--- config.mk ---
export PLATFORM = sky130hd
export DESIGN_NAME = mm_store
export DESIGN_NICKNAME = d
export VERILOG_FILES = /design/src/hdl/mm_pkg.sv /design/src/hdl/mm_store.sv
export SDC_FILE = /design/constraint.sdc
export NUM_CORES = 1
export LEC_CHECK = 0
export BUFFER_PORTS_ARGS = -buffer_cell sky130_fd_sc_hd__buf_2
export CAP_MARGIN = 25
export CORE_MARGIN = 2
export CORE_UTILIZATION = 56
export CTS_CLUSTER_SIZE = 16
export DETAILED_ROUTE_END_ITERATION = 8
export PLACE_DENSITY = 0.75
export SYNTH_ARGS = -nofsm -noshare
export SYNTH_HDL_FRONTEND = slang
export SYNTH_SLANG_ARGS = --single-unit
--- constraint.sdc ---
create_clock -name clk -period 2.6 [get_ports clk]
set_input_delay 0.52 -clock clk [delete_from_list [all_inputs] [get_ports clk]]
set_output_delay 0.52 -clock clk [all_outputs]
set_load 0.03 [all_outputs]
--- src/hdl/mm_pkg.sv ---
// ----------------------------------------------------------------------------
// mm_pkg
// shared constants, types and helpers of the matrix multiply block
// ----------------------------------------------------------------------------
package mm_pkg;

	// default sizing
	localparam int MM_MAX_DIM   = 8;
	localparam int MM_ELEM_BITS = 16;

	// fixed field widths
	localparam int PROD_W     = 35;
	localparam int CFG_W      = 4;
	localparam int CFG_IDX_W  = 2;
	localparam int OUT_IDX_W  = 3;
	localparam int M_TDATA_W  = 48;

	// register indexes of the configuration port
	localparam logic [CFG_IDX_W-1:0] REG_A_ROWS    = 2'd0;
	localparam logic [CFG_IDX_W-1:0] REG_INNER_DIM = 2'd1;
	localparam logic [CFG_IDX_W-1:0] REG_B_COLS    = 2'd2;

	// sequencer states
	typedef enum logic [2:0] {
		ST_LOAD,
		ST_START,
		ST_FEED,
		ST_SETTLE,
		ST_MAC,
		ST_EMIT
	} mm_state_t;

	// control broadcast to the cell chain
	typedef struct packed {
		logic clr;
		logic b_shift;
		logic mac;
		logic acc_shift;
	} mm_ctrl_t;

	// zero acts as one, anything above the maximum acts as the maximum
	function automatic logic [4:0] eff_dim(input logic [CFG_W-1:0] v,
		input logic [4:0] max_dim);
		logic [4:0] v5;
		v5 = {1'b0, v};
		if (v5 == 5'd0)
			return 5'd1;
		else if (v5 > max_dim)
			return max_dim;
		else
			return v5;
	endfunction

endpackage

--- src/hdl/mm_store.sv ---
// ----------------------------------------------------------------------------
// mm_store
// element store, one write port and one registered read port
// ----------------------------------------------------------------------------
module mm_store #(
	parameter int WIDTH  = mm_pkg::MM_ELEM_BITS,
	parameter int DEPTH  = mm_pkg::MM_MAX_DIM * mm_pkg::MM_MAX_DIM,
	parameter int ADDR_W = (DEPTH > 1) ? $clog2(DEPTH) : 1
) (
	input  logic              clk,
	input  logic              we,
	input  logic [ADDR_W-1:0] waddr,
	input  logic [WIDTH-1:0]  wdata,
	input  logic              re,
	input  logic [ADDR_W-1:0] raddr,
	output logic [WIDTH-1:0]  rdata
);

	logic [WIDTH-1:0] mem [DEPTH];
	logic [WIDTH-1:0] rdata_q;

	// write port
	always_ff @(posedge clk) begin
		if (we)
			mem[waddr] <= wdata;
	end

	// read port, data held until the next read
	always_ff @(posedge clk) begin
		if (re)
			rdata_q <= mem[raddr];
	end

	assign rdata = rdata_q;

endmodule

==> impl_metrics.ini <==
[clock_tree]
cts_tree = yes
cts_sinks = 1040
htree_levels = 3
clk_latency_ns = 0.66
holdBufCountCts = 0
cts_resized = 0
cts_max_path_buffers = 3
cts.clk_slew.worst_paths_ns = 0.07
postCtsSetupRepairBufs = 0
cts_inserted_buffers = 100
clockRootBuffer = clkbuf_16

[power_and_ir_drop]
leakagePower_nw = 15.2
powerDensity_nw_per_um2 = 751
ir_drop_v = 0.000758

[detailed_routing]
vias_per_cell = 6.51
num_vias = 20600
finalWirelength_mm = 98.6
highest_layer = met5
wire_per_inst_um = 31.1
dr.first_iter.drc_count = 3069
ant_nets = 0
dr.pass1.iters = 6
drt-met1-wl_mm = 37.3
wl_met2_mm = 47.8
drc = 0
dr_wl_met3_mm = 9.64

[yosys]
yosys.area_share.adder_pct = 0
synth_top_family_by_area = multiplexers
synth_seq_area_share_pct = 77.7
synth.largest_area_cell = edfxtp_1
synth_mux_area_share_pct = 15.5
synth-seq-cells = 1040
synth_warnings = 0
syn_area_um2 = 40200
synthTopCellsByArea = edfxtp_1 (78%), mux4_2 (12%), mux2i_1 (2.1%), mux2_2 (0.76%), a22oi_1 (0.73%)
synth_cell_types = 42
syn_inst = 1829
ys_top_cells_by_count = edfxtp_1 (1040), mux4_2 (220), mux2i_1 (85)
async_reset_ff_share_pct = 0
synth_simple_gate_area_share_pct = 2.64
avgSynthCellArea_um2 = 22.0
synth_ff_type = edfxtp_1
synth-xor-area-share_pct = 0
synth_compound_area_share_pct = 2.40
synth_fp_nets = 1860
yosysMostFrequentCell = edfxtp_1
netlist.area_leader.share_pct = 77.7
synth_edf_count = 1040

[sta]
hold_violations = 0
worst_pin_slew_ns = 1.08
period_needed_ns = 2.47
setup_viol_count_final = 0
fin_crit_sh_pct = 95.0
max_freq_ghz = 0.405
fin_hold_ws_ns = 0.301
relSlewSlack_pct = 27.8
finalClockSkew_ns = 0.0224
tns_ns = 0
finalMaxSlewViolations = 0
grt_setup_unrepaired = false

[floorplanning]
start_util_pct = 56.4
core_area_um2 = 71200
rows = 98
die_y_um = 272
die_x_um = 272
ios = 47
die_area_um2 = 73900

[critical_path]
reg2reg_from = mem[59][13]
cp.required_ns = 2.99
criticalPathCategory = in2reg
endpoint_kind = flip-flop
crit_start = raddr[0]
start_kind = input port
path_max_fanout = 13
crit_arrival_ns = 2.86

[global_routing]
grt_pass1_wl_mm = 144
grt_pass1_vias = 20500
grt_overflow = 0
grt_max_degree = 65
antenna_found_initial = 3
track_usage_pct = 27.0

[placed_design]
numPortBuffers = 46
gp_congestion = 0.892
dp.final_hpwl_mm = 61.1

[hold_path]
hp-start = wdata[1]
worstHoldPathType = in2reg

[finish]
layout-drive-gt1-share_pct = 31.9
syn2layout_area_growth_pct = 16.2
fin_nets = 2173

[run_status]
status = complete, no violations

[run]
drv_cap = 0
-- metrics by stage --
stage,power (mW),setup slack (ns),cell area [um^2],util [%],instances
after global routing,35.9,0.186,46700,65.6,3173
after CTS,35.2,0.205,46700,65.6,3172
after global placement,20.9,-0.462,43500,61.0,2989
final,35.1,0.129,46700,65.6,3174
after floorplan,20.0,0.0452,40200,-,1829
after detailed placement,21.0,-0.476,43500,61.0,2989
-- layout make-up --
class	count	area, um^2
Tap cell	950	1190
Clock buffer	132	2690
Timing Repair Buffer	315	2800
Multi-Input combinational cell	685	8250
Fill cell	4420	24500
Sequential cell	1040	31200
Antenna cell	1	2.50
Clock inverter	51	553
-- kinds of logic after synthesis --
family / count (synthesis)
muxes: 336
buffers and inverters: 104
DFF: 1040
and+or+nand+nor: 220
AOI/OAI and AO/OA: 129
-- worst paths after layout --
path	end	slack, ns	cells after the start
min	mem[48][1]	0.30	1
min reg2reg	rdata[2]	0.97	4
max	rdata[13]	0.13	8
max reg2reg	rdata[13]	0.24	5
-- critical path, stage by stage --
cell and delay, ns:
buf_8 0.21, buf_4 0.21, buf_12 0.15, mux4_2 0.51, mux2_2 0.29, a221oi_1 0.68, buf_4 0.22, a311oi_1 0.06
-- state kept, by name (all words and copies together), names as in the netlist --
name and count:
mem 1024, rdata 16
-- placed cells by master, fill, tap and decap left out, types with 30 or more instances in the layout --
cell type	count
nor2_1	72
nand2_1	59
buf_2	43
edfxtp_1	1040
buf_12	42
mux4_2	220
nor2b_1	30
buf_4	227
a22oi_1	39
mux2i_1	85
clkbuf_16	103
-- report_power, final --
group          total, mW  switching [mW]  internal, mW  leakage, nW
logic               2.02            1.21         0.810         4.29
registers           18.6          0.0519          18.6         9.37
clock network       14.4            6.07          8.36         1.58
total               35.1            7.34          27.8         15.2
-- routing by layer --
layer  up-vias  track usage, %
met1     10800            38.6
met3       228            4.35
li1       8318               -
met2      1337            43.2
met5         -               0
met4         6            9.56
(Power assumes the default switching activity.)
